<file path="config.mk">
export PLATFORM = sky130hd
export DESIGN_NAME = volos_front
export DESIGN_NICKNAME = d
export VERILOG_FILES = /design/src/volos_pkg.sv /design/src/volos_front.sv
export SDC_FILE = /design/constraint.sdc
export NUM_CORES = 1
export LEC_CHECK = 0
export BUFFER_PORTS_ARGS = -buffer_cell sky130_fd_sc_hd__buf_2
export CORE_ASPECT_RATIO = 1.4
export CORE_UTILIZATION = 53
export DETAILED_ROUTE_END_ITERATION = 8
export PLACE_DENSITY_LB_ADDON = 0.08
export SYNTH_ARGS = -nofsm -noshare
export SYNTH_HDL_FRONTEND = slang
export SYNTH_SLANG_ARGS = --single-unit
</file>
<file path="constraint.sdc">
create_clock -name vclk -period 8.1
set_clock_uncertainty 0.05 [all_clocks]
set_input_delay 0.81 -clock vclk [all_inputs]
set_output_delay 0.81 -clock vclk [all_outputs]
set_load 0.02 [all_outputs]
</file>
<file path="src/volos_pkg.sv">
package volos_pkg;

    localparam int MAX_DIM    = 64;
    localparam int BRICK_EDGE = 4;
    localparam int FRAC_BITS  = 16;
    localparam int COORD_W    = 6;
    localparam int RES_W      = 7;
    localparam int RES_MIN    = BRICK_EDGE;
    localparam int RES_RESET  = 64;
    localparam int NB         = (MAX_DIM + BRICK_EDGE - 1) / BRICK_EDGE;
    localparam int DEPTH      = NB * NB * NB;
    localparam int ADDR_W     = $clog2(DEPTH);
    localparam int AW1        = ADDR_W + 1;
    localparam int NB_W       = $clog2(NB + 1);
    localparam int NBXY_W     = $clog2(NB * NB + 1);
    localparam int WORD_W     = BRICK_EDGE * BRICK_EDGE * BRICK_EDGE;
    localparam int BIT_W      = $clog2(WORD_W);
    localparam int NUM_W      = COORD_W + FRAC_BITS;
    localparam int INC_W      = FRAC_BITS + 1;
    localparam int SINC_W     = INC_W + 1;
    localparam int CPOS_W     = COORD_W + 2;
    localparam int POS_W      = CPOS_W + FRAC_BITS + 1;
    localparam int QDEPTH     = 2;
    localparam int QPTR_W     = $clog2(QDEPTH);
    localparam int QCNT_W     = $clog2(QDEPTH + 1);
    localparam int CFG_IDX_W  = 2;
    localparam int S_TDATA_W  = 40;
    localparam int M_TDATA_W  = 8;

    localparam logic [CFG_IDX_W-1:0] CFG_RES_X = 2'd0;
    localparam logic [CFG_IDX_W-1:0] CFG_RES_Y = 2'd1;
    localparam logic [CFG_IDX_W-1:0] CFG_RES_Z = 2'd2;

    typedef enum logic [1:0] {
        MODE_CHECK,
        MODE_SET,
        MODE_CLEAR,
        MODE_LOS
    } t_mode;

    typedef enum logic [2:0] {
        S_CLEAR,
        S_IDLE,
        S_ACC,
        S_DIVGO,
        S_DIVWAIT,
        S_WALK,
        S_WTEST,
        S_DONE
    } t_state;

    typedef struct packed {
        logic [RES_W-1:0]  res_x;
        logic [RES_W-1:0]  res_y;
        logic [RES_W-1:0]  res_z;
        logic [NB_W-1:0]   nbx;
        logic [NBXY_W-1:0] nbxy;
        logic              clearing;
    } t_geom;

    typedef struct packed {
        t_mode               mode;
        logic                in_range;
        logic [ADDR_W-1:0]   addr;
        logic [BIT_W-1:0]    bitsel;
        logic [COORD_W-1:0]  sx;
        logic [COORD_W-1:0]  sy;
        logic [COORD_W-1:0]  sz;
        logic [COORD_W-1:0]  gx;
        logic [COORD_W-1:0]  gy;
        logic [COORD_W-1:0]  gz;
        logic [COORD_W-1:0]  mx;
        logic [COORD_W-1:0]  my;
        logic [COORD_W-1:0]  mz;
        logic                nx;
        logic                ny;
        logic                nz;
        logic [COORD_W-1:0]  steps;
    } t_req;

    function automatic logic [RES_W-1:0] clamp_res(input logic [RES_W-1:0] v);
        logic [RES_W-1:0] r;
        r = v;
        if (r < RES_W'(RES_MIN)) begin
            r = RES_W'(RES_MIN);
        end
        if (r > RES_W'(MAX_DIM)) begin
            r = RES_W'(MAX_DIM);
        end
        return r;
    endfunction

    function automatic logic coord_inside(input logic [COORD_W-1:0] x,
                                          input logic [COORD_W-1:0] y,
                                          input logic [COORD_W-1:0] z,
                                          input t_geom g);
        return (RES_W'(x) < g.res_x) && (RES_W'(y) < g.res_y) && (RES_W'(z) < g.res_z);
    endfunction

    function automatic logic [ADDR_W-1:0] brick_addr(input logic [COORD_W-1:0] x,
                                                     input logic [COORD_W-1:0] y,
                                                     input logic [COORD_W-1:0] z,
                                                     input t_geom g);
        logic [AW1-1:0] acc;
        acc = AW1'(z[COORD_W-1:2]) * AW1'(g.nbxy)
            + AW1'(y[COORD_W-1:2]) * AW1'(g.nbx)
            + AW1'(x[COORD_W-1:2]);
        return acc[ADDR_W-1:0];
    endfunction

    function automatic logic [BIT_W-1:0] voxel_bit(input logic [COORD_W-1:0] x,
                                                   input logic [COORD_W-1:0] y,
                                                   input logic [COORD_W-1:0] z);
        return {z[1:0], y[1:0], x[1:0]};
    endfunction

endpackage

</file>
<file path="src/volos_front.sv">
module volos_front (
    input  logic                        i_s_tvalid,
    output logic                        o_s_tready,
    input  logic [volos_pkg::S_TDATA_W-1:0] i_s_tdata,
    input  logic [1:0]                  i_s_tuser,
    input  volos_pkg::t_geom            i_geom,
    input  logic                        i_q_full,
    output logic                        o_q_push,
    output volos_pkg::t_req             o_q_data
);
    import volos_pkg::*;

    logic [COORD_W-1:0] sx, sy, sz, gx, gy, gz;
    logic [COORD_W-1:0] mx, my, mz, mxy;
    t_req               req;

    assign sx = i_s_tdata[0*COORD_W +: COORD_W];
    assign sy = i_s_tdata[1*COORD_W +: COORD_W];
    assign sz = i_s_tdata[2*COORD_W +: COORD_W];
    assign gx = i_s_tdata[3*COORD_W +: COORD_W];
    assign gy = i_s_tdata[4*COORD_W +: COORD_W];
    assign gz = i_s_tdata[5*COORD_W +: COORD_W];

    assign mx  = (gx >= sx) ? gx - sx : sx - gx;
    assign my  = (gy >= sy) ? gy - sy : sy - gy;
    assign mz  = (gz >= sz) ? gz - sz : sz - gz;
    assign mxy = (mx > my) ? mx : my;

    always_comb begin
        req          = '0;
        req.mode     = t_mode'(i_s_tuser);
        req.in_range = coord_inside(sx, sy, sz, i_geom);
        req.addr     = brick_addr(sx, sy, sz, i_geom);
        req.bitsel   = voxel_bit(sx, sy, sz);
        req.sx       = sx;
        req.sy       = sy;
        req.sz       = sz;
        req.gx       = gx;
        req.gy       = gy;
        req.gz       = gz;
        req.mx       = mx;
        req.my       = my;
        req.mz       = mz;
        req.nx       = gx < sx;
        req.ny       = gy < sy;
        req.nz       = gz < sz;
        req.steps    = (mxy > mz) ? mxy : mz;
    end

    // hold off requests while the store is being wiped or the queue is full
    assign o_s_tready = !i_geom.clearing && !i_q_full;
    assign o_q_push   = i_s_tvalid && o_s_tready;
    assign o_q_data   = req;

endmodule

</file>
==> results.ini, run 1 <==
[place]
dp.cells = 771
routabilityCongestion = 0.8461
io_buffers = 158
dp_hpwl_um = 8946

[outcome]
status = finished clean

[min_path]
whs_path_depth = 0
hold_path_class = in2out
min_from = i_s_tuser[1]

[floorplanning]
core_area_um2 = 8198
dieWidth_um = 79.82
num_rows = 39
start_util = 0.5481
fp.dieH_um = 110.9
io_pins = 166
die-area_um2 = 8855

[routing]
antenna_left = 0
wire_per_inst_um = 12.64
first_pass_iters = 5
viasPerCell = 5.091
vias = 3925
dr.first_iter.drc_count = 62
drcViolationCount = 0
wl_um = 9744

[pwr]
totalPowerFinal_uw = 993.7
power_density_nw_per_um2 = 196.5
peakVddDrop_v = 0.0002243
p_leak_uw = 0.003051

[setup_path]
startpoint = i_s_tdata[24]
worst-path-buf-inv = 5
crit_type = in2out
cpPeakStageDelay_ps = 580
worst-endpoint-arrival_ps = 6170
path_cells = buf_2 > inv_1 > ha_1 > inv_1 > fa_1 > a21o_1 > a21oi_1 > a22o_1 > mux2i_1 > xnor2_1 > inv_1 > ha_1 > a21oi_1 > o21ai_0 > o21ai_1 > mux2_2 > ha_1 > and3_1 > a221o_1 > a21oi_1 > a41oi_1 > mux2_2 > buf_2
cp.required_ps = 7240
critPathCaptureType = output pin
critPathLaunchType = primary input
crit_family = compound AO/OA/AOI/OAI gates
critical_path.max_fanout = 7
cp_slowest_cell = a41oi_1
cp.depth = 23

[logic_synthesis]
synth_nets = 775
syn_area_um2 = 4493
synthCells = 559
ys_warn_count = 0
synthDistinctLibCells = 43
ys_seq_area_frac = 0
synth.avg_cell_area_um2 = 8.038

[finish]
fin_nets = 887
fillCellCount = 793
fin_util = 0.6169
nFlopsAndLatches = 0
diodes = 0
area.sequential_um2 = 0
multi_input_area_um2 = 3625
fin_cells = 771
nClkBuffers = 0
drive_gt1_frac = 0.2541
area_delta_synth_final_pct = 12.56

[flow_run]
maxCapViolCount = 0

[sta]
setup_viol = 0
max_freq_ghz = 0.1423
timing_hold_violations_final = 0
setup-tns-final_ps = 0
finalMaxSlewViolations = 0
hold-worst-slack_ps = 1570
max_slew_margin = 0.4976
tightest_slew_ps = 743.9
period_share = 0.8676
finalCriticalPeriod_ps = 7028
rsz0062_at_grt = false

[global_routing]
grt_use_total = 0.2236
grt_pass1_vias = 3850
grt_max_degree = 14
grt_antenna_before_repair = 0
grt_pass1_wl_um = 16250
overflow = 0

[cts]
cts_resized = 0
postCtsHoldBufs = 0
postCtsSetupBuffers = 0

[path summary, 6_finish.rpt]
path                       end  slack, ps
hold / removal    o_q_data[83]       1570
setup / recovery   o_q_data[1]       1070
[through the flow]
stage	setup WS, ps	instance area [um^2]
after floorplan	1469	4493
after global placement	1169	5057
after detailed placement	1053	5057
after CTS	1031	5057
after global routing	731.4	5057
final	1072	5057
[synthesized netlist by cell type, types with 4 or more instances]
library cell / count / area [um^2]
nand2_1: 25 / 93.84
o21a_1: 4 / 30.03
mux2_2: 7 / 78.83
xor2_1: 6 / 52.55
inv_1: 137 / 514.2
o21ai_1: 5 / 25.02
o21ai_0: 12 / 60.06
nor3_1: 5 / 25.02
and2_1: 45 / 281.5
nor2_1: 9 / 33.78
nor2b_1: 4 / 25.02
a21oi_1: 26 / 130.1
buf_4: 44 / 330.3
ha_1: 93 / 1164
nand2b_1: 4 / 25.02
mux2i_1: 17 / 170.2
xnor2_1: 13 / 113.9
fa_1: 43 / 860.8
a21o_1: 20 / 150.1
nand3_1: 4 / 20.02
[routing by layer]
metal,global-route usage,up-vias,routed length [um]
met5,0,-,0
met4,0.04286,0,218
met3,0.007407,14,350
met2,0.4439,104,5235
met1,0.2566,1836,3939
li1,-,1971,-
[power by group]
part	internal [uW]	switching [uW]	total, uW	leakage (uW)
combinational	411	583	994	0.00305
sequential	0	0	0	0
clock	0	0	0	0
[cells by family (layout without fill, tap and decap cells)]
family | Yosys count | in the layout | share of synthesized area
buf+inv | 185 | 295 | 0.1933
fa+ha+maj | 136 | 136 | 0.4506
simple gates | 104 | 104 | 0.1239
compound gates | 89 | 89 | 0.1331
mux | 26 | 26 | 0.06210
xor+xnor | 19 | 19 | 0.03704
[layout by cell type, fill, tap and decap left out, types with 5 or more instances in the layout]
| cell type | count |
|---|---|
| buf_2 | 158 |
| inv_1 | 137 |
| ha_1 | 93 |
| and2_1 | 45 |
| fa_1 | 43 |
| a21oi_1 | 26 |
| nand2_1 | 25 |
| a21o_1 | 20 |
| mux2i_1 | 17 |
| xnor2_1 | 13 |
| o21ai_0 | 12 |
| nor2_1 | 9 |
| mux2_2 | 7 |
| xor2_1 | 6 |
| o21ai_1 | 5 |
| nor3_1 | 5 |
[area by class of cell]
| class | count | share of cell area |
|---|---|---|
| inverters | 137 | 0.1017 |
| repair buffers | 158 | 0.1564 |
| well taps | 102 | 0.02523 |
| multi-input cells | 374 | 0.7167 |
No activity file was read; power rests on OpenSTA's default activity.
==> run 2, diff against run 1 <==
--- a/config.mk
+++ b/config.mk
@@ -7,7 +7,7 @@
 export LEC_CHECK = 0
 export BUFFER_PORTS_ARGS = -buffer_cell sky130_fd_sc_hd__buf_2
 export CORE_ASPECT_RATIO = 1.4
-export CORE_UTILIZATION = 53
+export CORE_UTILIZATION = 49
 export DETAILED_ROUTE_END_ITERATION = 8
 export PLACE_DENSITY_LB_ADDON = 0.08
 export SYNTH_ARGS = -nofsm -noshare
==> results.ini, run 2 (synthesis gave the netlist of run 1 again) <==
[pwr]
power_frac_seq = 0  ; unchanged
clockPowerShare = 0  ; unchanged
peakVddDrop_v = 0.0002361  ; +5.2%
power_density_nw_per_um2 = 195.0  ; -0.78%
totalPowerFinal_uw = 987.2  ; -0.66%
p_int_uw = 409.1  ; -0.36%
p_sw_uw = 578.1  ; -0.88%
combPwrFrac = 1.000  ; about the same
p_leak_uw = 0.003051  ; unchanged
switching_share = 0.5856  ; -0.001262

[place]
placed_area_um2 = 5064  ; +0.12%
routabilityCongestion = 0.8198  ; -3.1%
dp_hpwl_um = 8995  ; +0.54%
io_buffers = 158  ; unchanged

[floorplanning]
num_rows = 41  ; +5.1%
io_pins = 166  ; unchanged
core_area_um2 = 8977  ; +9.5%
dieWidth_um = 82.93  ; +3.9%
fp.dieH_um = 115.3  ; +3.9%
start_util = 0.5005  ; -0.04759
die-area_um2 = 9562  ; +8.0%

[global_routing]
grt_max_degree = 14  ; unchanged
grt_pass1_wl_um = 16420  ; +1.1%
grt_use_total = 0.2044  ; -0.01918
overflow = 0  ; unchanged
grt_pass1_vias = 3775  ; -1.9%
grt_antenna_before_repair = 0  ; unchanged

[cts]
postCtsSetupBuffers = 0  ; unchanged
cts_resized = 0  ; unchanged
postCtsHoldBufs = 0  ; unchanged

[finish]
area.sequential_um2 = 0  ; unchanged
fin_nets = 887  ; unchanged
drive_gt1_frac = 0.2541  ; unchanged
area_delta_synth_final_pct = 12.70
final_cell_mix = buf_2, inv_1, ha_1
fillCellCount = 898  ; +13%
nFlopsAndLatches = 0  ; unchanged
diodes = 0  ; unchanged
nClkBuffers = 0  ; unchanged
finish.instance_area_um2 = 5064  ; +0.12%
final_common_cell = buf_2

[setup_path]
critPathCaptureType = output pin
worst-endpoint-arrival_ps = 6180  ; about the same
cp.required_ps = 7240  ; about the same
startpoint = i_s_tdata[24]
critical_path.max_fanout = 7  ; unchanged
critPathLaunchType = primary input
crit_type = in2out

[min_path]
hold_path_class = in2out
min_from = i_s_tuser[1]

[sta]
max_freq_ghz = 0.1421  ; -0.16%
timing_hold_violations_final = 0  ; unchanged
period_share = 0.8690  ; +0.001416
setup-tns-final_ps = 0  ; unchanged
setup_viol = 0  ; unchanged
max_slew_margin = 0.5180  ; +0.02043
finalCriticalPeriod_ps = 7039  ; +11.47 ps
rsz0062_at_grt = false
tightest_slew_ps = 713.6  ; -30.25 ps
finalMaxSlewViolations = 0  ; unchanged

[routing]
dr.first_iter.drc_count = 85  ; +37%
first_pass_iters = 4  ; -1
antenna_left = 0  ; unchanged
viasPerCell = 5.012  ; -1.6%
wl_um = 9794  ; +0.51%
vias = 3889  ; -0.92%
drcViolationCount = 0  ; unchanged
wire_per_inst_um = 12.62  ; -0.13%

[flow_run]
maxCapViolCount = 0  ; unchanged

[outcome]
status = finished clean

run 2: cell counts in the layout (fill, tap and decap cells not counted):
No cell type changed its count.
run 2: layout make-up:
type | count | area, um^2 | area share
inverters | 137 | 514.2 | 0.1016
repair buffers | 158 | 790.8 | 0.1562
well taps | 107 | 133.9 | 0.02644
multi-input cells | 374 | 3625 | 0.7158
run 2: worst paths after layout:
kind / endpoint / cells after the start
max: o_q_data[1] / 23
min: o_q_data[83] / 0
run 2: critical path, cell delays in order:
cell and delay, ps:
buf_2 120, inv_1 50, ha_1 160, inv_1 60, fa_1 380, a21o_1 170
a21oi_1 290, a22o_1 320, mux2i_1 240, xnor2_1 200, inv_1 80, ha_1 310
a21oi_1 130, o21ai_0 90, o21ai_1 520, mux2_2 440, ha_1 290, and3_1 170
a221o_1 140, a21oi_1 60, a41oi_1 560, mux2_2 400, buf_2 160
run 2: per-layer routing:
layer  up-vias  global-route usage  share of wire
met3         2            0.005743          0.024
met1      1826              0.2348           0.41
li1       1969                   -              -
met2        92              0.4333           0.56
met5         -                   0              0
met4         0            0.009195         0.0032
run 2: stage by stage:
stage	setup WS, ps	hold WS [ps]	std cells	util
2_1_floorplan	1469	1650	559	-
3_3_place_gp	1167	1570	776	0.5640
3_5_place_dp	1056	1570	776	0.5640
4_1_cts	1023	1570	776	0.5640
5_1_grt	623.7	1570	776	0.5640
6_report	1061	1570	776	0.5640
run 2: power by group through the flow:
stage	Combinational, uW	Clock, uW	Sequential [uW]
2_1_floorplan	747	0	0
3_3_place_gp	983	0	0
3_5_place_dp	996	0	0
4_1_cts	1000	0	0
5_1_grt	1110	0	0
6_report	987	0	0
