## config.mk

```make
export PLATFORM = sky130hd
export DESIGN_NAME = volos_fifo
export DESIGN_NICKNAME = d
export VERILOG_FILES = /design/src/volos_pkg.sv /design/src/volos_fifo.sv
export SDC_FILE = /design/constraint.sdc
export NUM_CORES = 1
export LEC_CHECK = 0
export ABC_AREA = 1
export ABC_CLOCK_PERIOD_IN_PS = 4900
export BUFFER_PORTS_ARGS = -buffer_cell sky130_fd_sc_hd__buf_2
export CORE_MARGIN = 3
export CORE_UTILIZATION = 40
export DETAILED_ROUTE_END_ITERATION = 8
export PLACE_DENSITY = 0.71
export RECOVER_POWER = 25
export SYNTH_ARGS = -nofsm -noshare
export SYNTH_HDL_FRONTEND = slang
export SYNTH_SLANG_ARGS = --single-unit
```

## constraint.sdc

```tcl
create_clock -name i_clk -period 4.9 [get_ports i_clk]
set_clock_uncertainty 0.2 [all_clocks]
set_input_delay 0 -clock i_clk [delete_from_list [all_inputs] [get_ports i_clk]]
set_output_delay 0 -clock i_clk [all_outputs]
set_load 0.02 [all_outputs]
```

## src/volos_pkg.sv

```systemverilog
package volos_pkg;

    localparam int MAX_DIM    = 64;
    localparam int BRICK_EDGE = 4;
    localparam int FRAC_BITS  = 16;
    localparam int COORD_W    = 6;
    localparam int RES_W      = 7;
    localparam int RES_MIN    = BRICK_EDGE;
    localparam int RES_RESET  = 64;
    localparam int NB         = (MAX_DIM + BRICK_EDGE - 1) / BRICK_EDGE;
    localparam int DEPTH      = NB * NB * NB;
    localparam int ADDR_W     = $clog2(DEPTH);
    localparam int AW1        = ADDR_W + 1;
    localparam int NB_W       = $clog2(NB + 1);
    localparam int NBXY_W     = $clog2(NB * NB + 1);
    localparam int WORD_W     = BRICK_EDGE * BRICK_EDGE * BRICK_EDGE;
    localparam int BIT_W      = $clog2(WORD_W);
    localparam int NUM_W      = COORD_W + FRAC_BITS;
    localparam int INC_W      = FRAC_BITS + 1;
    localparam int SINC_W     = INC_W + 1;
    localparam int CPOS_W     = COORD_W + 2;
    localparam int POS_W      = CPOS_W + FRAC_BITS + 1;
    localparam int QDEPTH     = 2;
    localparam int QPTR_W     = $clog2(QDEPTH);
    localparam int QCNT_W     = $clog2(QDEPTH + 1);
    localparam int CFG_IDX_W  = 2;
    localparam int S_TDATA_W  = 40;
    localparam int M_TDATA_W  = 8;

    localparam logic [CFG_IDX_W-1:0] CFG_RES_X = 2'd0;
    localparam logic [CFG_IDX_W-1:0] CFG_RES_Y = 2'd1;
    localparam logic [CFG_IDX_W-1:0] CFG_RES_Z = 2'd2;

    typedef enum logic [1:0] {
        MODE_CHECK,
        MODE_SET,
        MODE_CLEAR,
        MODE_LOS
    } t_mode;

    typedef enum logic [2:0] {
        S_CLEAR,
        S_IDLE,
        S_ACC,
        S_DIVGO,
        S_DIVWAIT,
        S_WALK,
        S_WTEST,
        S_DONE
    } t_state;

    typedef struct packed {
        logic [RES_W-1:0]  res_x;
        logic [RES_W-1:0]  res_y;
        logic [RES_W-1:0]  res_z;
        logic [NB_W-1:0]   nbx;
        logic [NBXY_W-1:0] nbxy;
        logic              clearing;
    } t_geom;

    typedef struct packed {
        t_mode               mode;
        logic                in_range;
        logic [ADDR_W-1:0]   addr;
        logic [BIT_W-1:0]    bitsel;
        logic [COORD_W-1:0]  sx;
        logic [COORD_W-1:0]  sy;
        logic [COORD_W-1:0]  sz;
        logic [COORD_W-1:0]  gx;
        logic [COORD_W-1:0]  gy;
        logic [COORD_W-1:0]  gz;
        logic [COORD_W-1:0]  mx;
        logic [COORD_W-1:0]  my;
        logic [COORD_W-1:0]  mz;
        logic                nx;
        logic                ny;
        logic                nz;
        logic [COORD_W-1:0]  steps;
    } t_req;

    function automatic logic [RES_W-1:0] clamp_res(input logic [RES_W-1:0] v);
        logic [RES_W-1:0] r;
        r = v;
        if (r < RES_W'(RES_MIN)) begin
            r = RES_W'(RES_MIN);
        end
        if (r > RES_W'(MAX_DIM)) begin
            r = RES_W'(MAX_DIM);
        end
        return r;
    endfunction

    function automatic logic coord_inside(input logic [COORD_W-1:0] x,
                                          input logic [COORD_W-1:0] y,
                                          input logic [COORD_W-1:0] z,
                                          input t_geom g);
        return (RES_W'(x) < g.res_x) && (RES_W'(y) < g.res_y) && (RES_W'(z) < g.res_z);
    endfunction

    function automatic logic [ADDR_W-1:0] brick_addr(input logic [COORD_W-1:0] x,
                                                     input logic [COORD_W-1:0] y,
                                                     input logic [COORD_W-1:0] z,
                                                     input t_geom g);
        logic [AW1-1:0] acc;
        acc = AW1'(z[COORD_W-1:2]) * AW1'(g.nbxy)
            + AW1'(y[COORD_W-1:2]) * AW1'(g.nbx)
            + AW1'(x[COORD_W-1:2]);
        return acc[ADDR_W-1:0];
    endfunction

    function automatic logic [BIT_W-1:0] voxel_bit(input logic [COORD_W-1:0] x,
                                                   input logic [COORD_W-1:0] y,
                                                   input logic [COORD_W-1:0] z);
        return {z[1:0], y[1:0], x[1:0]};
    endfunction

endpackage

```

## src/volos_fifo.sv

```systemverilog
module volos_fifo (
    input  logic             i_clk,
    input  logic             i_rst_n,
    input  logic             i_push,
    input  volos_pkg::t_req  i_data,
    input  logic             i_pop,
    output logic             o_valid,
    output logic             o_full,
    output volos_pkg::t_req  o_data
);
    import volos_pkg::*;

    t_req              r_mem [QDEPTH];
    logic [QPTR_W-1:0] r_wptr;
    logic [QPTR_W-1:0] r_rptr;
    logic [QCNT_W-1:0] r_count;

    always_ff @(posedge i_clk) begin
        if (!i_rst_n) begin
            r_wptr  <= '0;
            r_rptr  <= '0;
            r_count <= '0;
        end else begin
            if (i_push) begin
                r_wptr <= QPTR_W'(r_wptr + 1'b1);
            end
            if (i_pop) begin
                r_rptr <= QPTR_W'(r_rptr + 1'b1);
            end
            if (i_push && !i_pop) begin
                r_count <= r_count + 1'b1;
            end else if (i_pop && !i_push) begin
                r_count <= r_count - 1'b1;
            end
        end
    end

    always_ff @(posedge i_clk) begin
        if (i_push) begin
            r_mem[r_wptr] <= i_data;
        end
    end

    assign o_valid = r_count != '0;
    assign o_full  = r_count == QCNT_W'(QDEPTH);
    assign o_data  = r_mem[r_rptr];

endmodule

```

==> results.txt, run 1 <==
Worst-Margin Slew - 0.894 ns
Mapped Nets - 385
H-tree levels - 4
RSZ-0062 raised after global routing - no
HP Class - input port to register
CP Launch Type - register
Non-Filler Instances - 800
DR pass1 iterations - 4
Sequential area share after synthesis - 0.788
Post-synthesis average cell area - 22.1 um^2
Residual DRC - 0
Total grt overflow - 0
DP HPWL - 7.80 mm
Slew margin rel. - 0.404
Vias/cell - 4.61
Critical path data required time - 4.70 ns
First-pass GRT wire length - 20.0 mm
Crit path DAT - 2.53 ns
Commonest non-fill, non-tap cells in the layout - 168 x edfxtp_1, 132 x buf_2, 88 x dlygate4sd3_1, 60 x mux2_4, 44 x clkbuf_1
Cell Count Post-Placement - 680
Root buf cell - clkbuf_16
Hold slack final - 0.109 ns
# clock sinks - 173
Commonest non-fill, non-tap cell in the layout - edfxtp_1
Outcome - finished, final reports clean
Clock transition at path regs - 0.06 ns
GP Congestion - 0.701
Vias in the first global route - 3963
Synth cell types - 14
CTS tree - done
Routed Wire Length - 13.1 mm
ANT cells - 0
Initial core utilization - 0.410
Die X - 134 um
Core area - 15900 um^2
Gate Count Post-Synth - 296
CP Class - register to output pin
IO Pins - 174
Pin count of the biggest net entering global routing - 50
Critical Path Max Stage Delay - 0.86 ns
Max Cap Violations - 0
Final Slew Violations - 0
Critical path's slowest cell - dfxtp_4
All-Layer GR Usage - 0.145
Die area - 17900 um^2
Layout cells sized above 1 - 0.426
Pre-CTS WS - 2.55 ns
Pwr/cell area - 387 nW/um^2
Seq cells post-synth - 173
Final ANT Viol Nets - 0
Final setup viols - 0
Crit path capture type - output pin
Largest area contributor in the netlist - edfxtp_1
Largest cells by area after synthesis - edfxtp_1 77%, mux2_4 14%, mux2_2 4.1%
Setup bufs post-CTS - 0
Syn Std Cell Area - 6530 um^2
Warnings from Yosys - 0
Clk_lat worst skew - 0.41 ns
Worst vdd ir - 223 uV
Max clock buf depth - 2
Die Y - 134 um
Std-Cell Rows - 46
Vias - 3687
Fmax - 366 MHz
Worst-path fanout max - 47
Crit path time final - 2.73 ns
Final WS setup - 2.17 ns
Yosys top cell area share - 0.772
IO Port Bufs - 173
Cell chain of the critical path - buf_4 > mux2_4 > buf_2
Area Growth Syn to Fin - 38.3%
CTS Buf Count - 17
Hold Vio Cnt, Final - 0
Final Cycle Share - 0.558
Final TNS setup - 0 ns
Final nets - 660
WL/cell - 16.4 um
Leakage - 3.49 nW
CTS resizes - 0
Fill cells - 1253
Initial DRC count - 139
Initial antenna violation count - 0
Hold_buf cts - 88
per-layer routing:
layer	wire, um	part of all wire	track usage	vias up
li1	-	-	-	1699
met3	869	0.066	0.0525	7
met2	6930	0.53	0.259	130
met1	5230	0.40	0.166	1851
met4	85	0.0065	0.0406	0
met5	0	0	0	-
flip-flops by register name, summed over array words and instances, names as in the netlist, named ones only:
name / count
r_mem: 168
r_count: 2
r_rptr: 1
r_wptr: 1
where the power goes:
| part | internal, mW | leakage, nW | switching (mW) |
|---|---|---|---|
| Combinational | 0.204 | 1.60 | 0.219 |
| Clock | 0.800 | 0.271 | 0.530 |
| Sequential | 1.71 | 1.62 | 0.0337 |
path summary, 6_finish.rpt:
check	start	end	slack, ns	cells past startpoint
setup / recovery	register	o_data[65]	2.17	3
setup reg to reg	r_wptr	r_mem[1][25]	2.61	3
hold reg to reg	r_rptr	register	0.30	2
hold / removal	i_data[2]	r_mem[1][2]	0.11	2
critical path, delay by kind of cell (launching register included):
family	cells	cell delay [ns]
buf+inv	2	0.87
flops	1	0.86
mux	1	0.36
metrics by stage:
stage | power, mW | area (um^2) | utilization
floorplan | 2.02 | 6530 | -
global placement | 2.13 | 7620 | 0.478
detailed placement | 2.15 | 7620 | 0.478
CTS | 3.54 | 9080 | 0.570
global route | 3.62 | 9030 | 0.567
finish | 3.50 | 9030 | 0.567
logic make-up after synthesis:
kind of cell | Yosys count | synth area share
flip-flops | 173 | 0.788
multiplexers | 84 | 0.179
AND/OR/NAND/NOR | 19 | 0.0115
buffers and inverters | 17 | 0.0182
AO/OA/AOI/OAI | 2 | 0.00153
adder cells (fa/ha/maj) | 1 | 0.00192
synth_stat cells:
master / n
inv_1: 8
buf_2: 2
buf_6: 7
edfxtp_1: 168
a21oi_1: 1
ha_1: 1
nand2_1: 9
nor2_1: 8
nand3_1: 1
o21ai_0: 1
mux2_4: 60
nand4_1: 1
dfxtp_1: 5
mux2_2: 24
cell type report:
cell class / count / area [um^2] / area share
repair buffers: 265 / 1730 / 0.191
clock inverters: 11 / 141 / 0.0156
well taps: 216 / 270 / 0.0299
inverters: 8 / 31.3 / 0.00346
multi-input cells: 106 / 1280 / 0.141
flip-flops and latches: 173 / 5150 / 0.570
clock buffers: 21 / 440 / 0.0487
No activity file was read; power rests on OpenSTA's default activity.
==> inputs of run 2 (changes only) <==
--- a/config.mk
+++ b/config.mk
@@ -6,12 +6,12 @@
 export NUM_CORES = 1
 export LEC_CHECK = 0
 export ABC_AREA = 1
-export ABC_CLOCK_PERIOD_IN_PS = 4900
+export ABC_CLOCK_PERIOD_IN_PS = 2650
 export BUFFER_PORTS_ARGS = -buffer_cell sky130_fd_sc_hd__buf_2
 export CORE_MARGIN = 3
 export CORE_UTILIZATION = 40
 export DETAILED_ROUTE_END_ITERATION = 8
-export PLACE_DENSITY = 0.71
+export PLACE_DENSITY = 0.68
 export RECOVER_POWER = 25
 export SYNTH_ARGS = -nofsm -noshare
 export SYNTH_HDL_FRONTEND = slang
==> constraint.sdc (replaced) <==
create_clock -name i_clk -period 2.65 [get_ports i_clk]
set_clock_uncertainty 0.2 [all_clocks]
set_input_delay 0 -clock i_clk [delete_from_list [all_inputs] [get_ports i_clk]]
set_output_delay 0 -clock i_clk [all_outputs]
set_load 0.02 [all_outputs]
==> results.txt, run 2 (synthesized netlist as in run 1, its figures left out) <==
Largest Register - r_mem (unchanged)
Vias - 3620 (was 3687)
Non-Filler Instances - 804 (was 800)
Root buf cell - clkbuf_16 (unchanged)
Crit path capture - r_wptr (was o_data[65])
Pwr/cell area - 697 nW/um^2 (was 387 nW/um^2)
Routed Wire Length - 12.7 mm (was 13.1 mm)
Commonest non-fill, non-tap cells in the layout - 168 x edfxtp_1, 137 x buf_2, 90 x dlygate4sd3_1, 60 x mux2_4, 36 x clkbuf_1 (was 168 x edfxtp_1, 132 x buf_2, 88 x dlygate4sd3_1, 60 x mux2_4, 44 x clkbuf_1)
Hold Startpoint - i_data[3] (was i_data[2])
Final Slew Violations - 0 (unchanged)
Initial antenna violation count - 1 (was 0)
Die X - 134 um (unchanged)
Reg2Reg Setup Slack - 0.60 ns (was 2.61 ns)
Initial core utilization - 0.410 (unchanged)
Die Y - 134 um (unchanged)
Pre-CTS WS - 0.934 ns (was 2.55 ns)
Commonest non-fill, non-tap cell in the layout - edfxtp_1 (unchanged)
Die area - 17900 um^2 (unchanged)
First-pass GRT wire length - 19.9 mm (was 20.0 mm)
WL/cell - 15.8 um (was 16.4 um)
CP Launch Type - register (unchanged)
DP HPWL - 7.46 mm (was 7.80 mm)
CTS tree - done (unchanged)
CP Class - register to register (was register to output pin)
Outcome - finished, final reports clean (unchanged)
Max reg flops - 168 (unchanged)
Vias in the first global route - 3947 (was 3963)
Tot Pwr - 6.33 mW (was 3.50 mW)
Fmax - 487 MHz
Clock transition at path regs - 0.06 ns (about the same)
GP Congestion - 0.675 (was 0.701)
IO Pins - 174 (unchanged)
Core area - 15900 um^2 (unchanged)
Fill cells - 1269 (was 1253)
FF-to-FF End - r_wptr (was r_mem[1][25])
Std-Cell Rows - 46 (unchanged)
RSZ-0062 raised after global routing - no (unchanged)
FF-to-FF Start - r_wptr (unchanged)
Max Cap Violations - 0 (unchanged)
Worst-Margin Slew - 0.642 ns (was 0.894 ns)
All-Layer GR Usage - 0.144 (was 0.145)
Worst vdd ir - 439 uV (was 223 uV)
Hold Vio Cnt, Final - 0 (unchanged)
IO Port Bufs - 173 (unchanged)
Residual DRC - 0 (unchanged)
Area Growth Syn to Fin - 39.0% (was 38.3%)
Slew margin rel. - 0.572 (was 0.404)
Worst reg-to-reg path cell count - 5 (was 3)
Cell Count Post-Placement - 681 (was 680)
Layout cells sized above 1 - 0.443 (was 0.426)
Final WS setup - 0.597 ns (was 2.17 ns)
Leakage - 3.52 nW (was 3.49 nW)
Crit path capture type - register (was output pin)
Final Cycle Share - 0.775
CTS resizes - 0 (unchanged)
Pin count of the biggest net entering global routing - 85 (was 50)
Final ANT Viol Nets - 0 (unchanged)
Setup bufs post-CTS - 0 (unchanged)
H-tree levels - 4 (unchanged)
Clk_lat worst skew - 0.41 ns (about the same)
Final nets - 663 (was 660)
Vias/cell - 4.50 (was 4.61)
Biggest registers after layout - r_mem (168), r_count (2) (unchanged)
HP Class - input port to register (unchanged)
DR pass1 iterations - 4 (unchanged)
Final setup viols - 0 (unchanged)
Total grt overflow - 0 (unchanged)
Crit path DAT - 2.15 ns (was 2.53 ns)
CTS Buf Count - 17 (unchanged)
Final TNS setup - 0 ns (unchanged)
Crit path time final - 2.05 ns
# clock sinks - 173 (unchanged)
Worst Setup SP - r_wptr
Worst-path fanout max - 3 (was 47)
Critical path data required time - 2.75 ns (was 4.70 ns)
Initial DRC count - 173 (was 139)
Max clock buf depth - 2 (unchanged)
==> run 2: cell types whose count changed in the layout (fill, tap and decap cells not counted), moves of 2 or more <==
cell	previous run	this run
buf_12	0	3
clkbuf_1	44	36
dlygate4sd3_1	88	90
buf_4	4	2
buf_2	132	137
clkinv_4	0	3
bufinv_16	3	1
clkinv_2	1	3
clkinv_1	3	1
==> run 2: per-layer routing <==
metal	GRT usage	share of wire	wire, um	vias to the layer above
met5	0	0	0	-
met4	0.0463	0.015	195	0
met3	0.0574	0.070	890	19
met2	0.250	0.51	6500	143
met1	0.163	0.40	5100	1750
li1	-	-	-	1708
==> run 2: area by class of cell <==
cell class / instances / area (um^2) / share of cell area
flip-flops and latches: 173 / 5150 / 0.567
repair buffers: 268 / 1800 / 0.198
multi-input cells: 106 / 1280 / 0.141
clock buffers: 19 / 433 / 0.0477
well taps: 216 / 270 / 0.0298
clock inverters: 13 / 116 / 0.0128
inverters: 8 / 33.8 / 0.00372
diodes: 1 / 2.50 / 0.000276
==> run 2: where the power goes <==
part	internal [mW]	total, mW	leakage [nW]	switching (mW)
clock network	1.30	2.31	0.266	1.01
logic	0.391	0.814	1.63	0.424
registers	3.16	3.20	1.62	0.0358
total	4.85	6.33	3.52	1.47
==> run 2: what timing repair did <==
action / CTS / global route
setup endpoints to repair: 0 / 0
hold buffers: 90 / 0
endpoints found under the hold margin: 185 / 0
==> run 2: worst min-delay path by stage <==
stage              endpoint  depth (start not counted)  slack [ns]
2_1_floorplan   r_mem[0][0]                          0       -0.10
3_3_place_gp    r_mem[1][3]                          1       -0.01
3_5_place_dp   r_mem[1][81]                          1      -0.009
4_1_cts         r_mem[1][1]                          2        0.07
5_1_grt        r_mem[1][53]                          2        0.10
6_report        r_mem[0][3]                          2        0.11
==> run 2: worst max-delay path: stages, from the launching register on <==
cell	delay, ns
dfxtp_1	0.39
nand2_1	0.12
nand2_1	0.08
dlygate4sd3_1	0.55
nor2_1	0.04
dlygate4sd3_1	0.55
==> run 2: through the flow <==
stage	hold WS, ns	util	cell area [um^2]
2_1_floorplan	-0.101	-	6540
5_1_grt	0.100	0.570	9080
3_5_place_dp	-0.00851	0.481	7670
4_1_cts	0.0746	0.572	9120
3_3_place_gp	-0.0124	0.481	7670
6_report	0.106	0.570	9080
==> inputs of run 3 (changes only) <==
--- a/config.mk
+++ b/config.mk
@@ -6,7 +6,7 @@
 export NUM_CORES = 1
 export LEC_CHECK = 0
 export ABC_AREA = 1
-export ABC_CLOCK_PERIOD_IN_PS = 2650
+export ABC_CLOCK_PERIOD_IN_PS = 2000
 export BUFFER_PORTS_ARGS = -buffer_cell sky130_fd_sc_hd__buf_2
 export CORE_MARGIN = 3
 export CORE_UTILIZATION = 40
==> constraint.sdc (replaced) <==
create_clock -name i_clk -period 2 [get_ports i_clk]
set_clock_uncertainty 0.2 [all_clocks]
set_input_delay 0 -clock i_clk [delete_from_list [all_inputs] [get_ports i_clk]]
set_output_delay 0 -clock i_clk [all_outputs]
set_load 0.02 [all_outputs]
==> results.txt, run 3 (synthesized netlist as in run 1, its figures left out) <==
Final TNS setup - 0 ns (unchanged)
Leakage - 3.52 nW (about the same)
P_int - 6.43 mW (was 4.85 mW)
Critical path's slowest cell - mux2_2 (was dlygate4sd3_1)
Vias - 3619 (was 3620)
Logic pwr share - 0.132 (was 0.129)
Crit path time final - 1.91 ns
Critical path data required time - 1.80 ns (was 2.75 ns)
Hold Vio Cnt, Final - 0 (unchanged)
Worst reg-to-reg path cell count - 3 (was 5)
Switching share of power - 0.225 (was 0.233)
All-Layer GR Usage - 0.147 (was 0.144)
CTS Buf Count - 17 (unchanged)
Clock transition at path regs - 0.06 ns (about the same)
CP Buf/Inv Count - 2 (unchanged)
Layout cells sized above 1 - 0.441 (was 0.443)
# clock sinks - 173 (unchanged)
ANT cells - 0 (was 1)
CTS tree - done (unchanged)
Utilization after layout - 0.571 (was 0.570)
Die area - 17900 um^2 (unchanged)
Pre-CTS WS - 0.382 ns (was 0.934 ns)
Cell chain of the critical path - buf_12 > mux2_2 > buf_2 (was nand2_1 > nand2_1 > dlygate4sd3_1 > nor2_1 > dlygate4sd3_1)
Fmax - 523 MHz
Final setup viols - 0 (unchanged)
Final nets - 664 (was 663)
Commonest non-fill, non-tap cell in the layout - edfxtp_1 (unchanged)
Max reg flops - 168 (unchanged)
WL/cell - 16.0 um (was 15.8 um)
IO Pins - 174 (unchanged)
Slew margin rel. - 0.723 (was 0.572)
Setup bufs post-CTS - 0 (unchanged)
GR peak layer - met2 (unchanged)
Worst-path fanout max - 54 (was 3)
Core area - 15900 um^2 (unchanged)
CP Class - register to output pin (was register to register)
Crit path DAT - 1.71 ns (was 2.15 ns)
Std-Cell Rows - 46 (unchanged)
Vias/cell - 4.51 (was 4.50)
IO Port Bufs - 173 (unchanged)
M3 GR Usage - 0.0503 (was 0.0574)
Met2 Use GR - 0.251 (was 0.250)
Final Slew Violations - 0 (unchanged)
Die X - 134 um (unchanged)
Initial DRC count - 238 (was 173)
Worst vdd ir - 503 uV (was 439 uV)
DR pass1 iterations - 4 (unchanged)
Critical Path Max Stage Delay - 0.39 ns (was 0.55 ns)
Die Y - 134 um (unchanged)
DP HPWL - 8.07 mm (was 7.46 mm)
CP delay by family, top - buffers and inverters (unchanged)
Share of power burned in the clock network - 0.356 (was 0.365)
Max Cap Violations - 0 (unchanged)
Final Cycle Share - 0.955
Clk_lat worst skew - 0.41 ns (about the same)
Initial antenna violation count - 0 (was 1)
NetSw - 1.87 mW (was 1.47 mW)
Met1 Resource Use GR - 0.175 (was 0.163)
Final ANT Viol Nets - 0 (unchanged)
H-tree levels - 4 (unchanged)
Vias in the first global route - 3982 (was 3947)
Final WS setup - 0.0895 ns (was 0.597 ns)
Largest Register - r_mem (unchanged)
Reg2Reg Setup Slack - 0.38 ns (was 0.60 ns)
Outcome - finished, final reports clean (unchanged)
RSZ-0062 raised after global routing - no (unchanged)
Stages on worst setup path - 3 (was 5)
Pin count of the biggest net entering global routing - 55 (was 85)
Initial core utilization - 0.410 (unchanged)
Root buf cell - clkbuf_16 (unchanged)
CP Launch Type - register (unchanged)
Residual DRC - 0 (unchanged)
Worst-Margin Slew - 0.415 ns (was 0.642 ns)
FF-to-FF End - r_mem[1][25] (was r_wptr)
Max clock buf depth - 2 (unchanged)
Total grt overflow - 0 (unchanged)
Commonest non-fill, non-tap cells in the layout - 168 x edfxtp_1, 136 x buf_2, 90 x dlygate4sd3_1, 60 x mux2_4, 39 x clkbuf_1 (was 168 x edfxtp_1, 137 x buf_2, 90 x dlygate4sd3_1, 60 x mux2_4, 36 x clkbuf_1)
Routed Wire Length - 12.9 mm (was 12.7 mm)
First-pass GRT wire length - 20.3 mm (was 19.9 mm)
HP Class - input port to register (unchanged)
Sequential power share - 0.511 (was 0.506)
Crit path capture - o_data[71] (was r_wptr)
Area Growth Syn to Fin - 39.5% (was 39.0%)
GP Congestion - 0.699 (was 0.675)
FF-to-FF Start - r_wptr (unchanged)
Pwr/cell area - 911 nW/um^2 (was 697 nW/um^2)
Biggest registers after layout - r_mem (168), r_count (2) (unchanged)
Crit path capture type - output pin (was register)
[run 3: changes by cell type in the layout (fill, tap and decap cells not counted), sizes merged]
cell	change
clkbuf	+3
clkinv	-3
clkinvlp	+1
diode	-1
inv	-1
[run 3: layer usage]
metal  wire [um]  up-vias  part of all wire
met5           0        -                 0
met3         799       14             0.062
met2        6470      120              0.50
met1        5420     1776              0.42
met4         187        0             0.015
li1            -     1709                 -
[run 3: how the worst min path moves through the flow]
stage / startpoint / end / slack, ns / depth (start not counted)
after global routing: i_data[12] / r_mem[1][12] / 0.09 / 2
after floorplan: i_data[0] / r_mem[0][0] / -0.10 / 0
after global placement: i_data[83] / r_mem[0][83] / -0.01 / 1
after detailed placement: i_data[63] / r_mem[0][63] / -0.009 / 1
after CTS: i_data[83] / r_mem[1][83] / 0.09 / 2
final: i_data[12] / r_mem[0][12] / 0.11 / 2
[run 3: power groups by stage]
stage          registers [mW]  logic (mW)  clock network, mW
3_5_place_dp             4.32       0.968                  0
3_3_place_gp             4.31       0.947                  0
4_1_cts                  4.24        1.11               3.06
2_1_floorplan            4.31       0.626                  0
5_1_grt                  4.26        1.17               3.20
6_report                 4.24        1.10               2.96
[run 3: layout make-up]
cell class	count	area (um^2)
fill	1259	6830
sequential	173	5150
timing repair buffer	269	1840
multi-input combinational	106	1280
clock buffer	21	440
tap	216	270
clock inverter	10	92.6
inverter	8	33.8
[run 3: per-stage QoR]
step / power [mW] / hold WS (ns) / cells / cell area, um^2
floorplan: 4.94 / -0.101 / 296 / 6550
global placement: 5.26 / -0.0127 / 682 / 7720
detailed placement: 5.29 / -0.00893 / 682 / 7720
CTS: 8.42 / 0.0850 / 804 / 9160
global route: 8.63 / 0.0944 / 803 / 9110
finish: 8.30 / 0.110 / 803 / 9110
[run 3: what timing repair did]
action	4_1_cts	5_1_grt
hold buffers	91	0
endpoints found under the setup margin	0	1
resized for setup	0	1
endpoints found under the hold margin	173	0
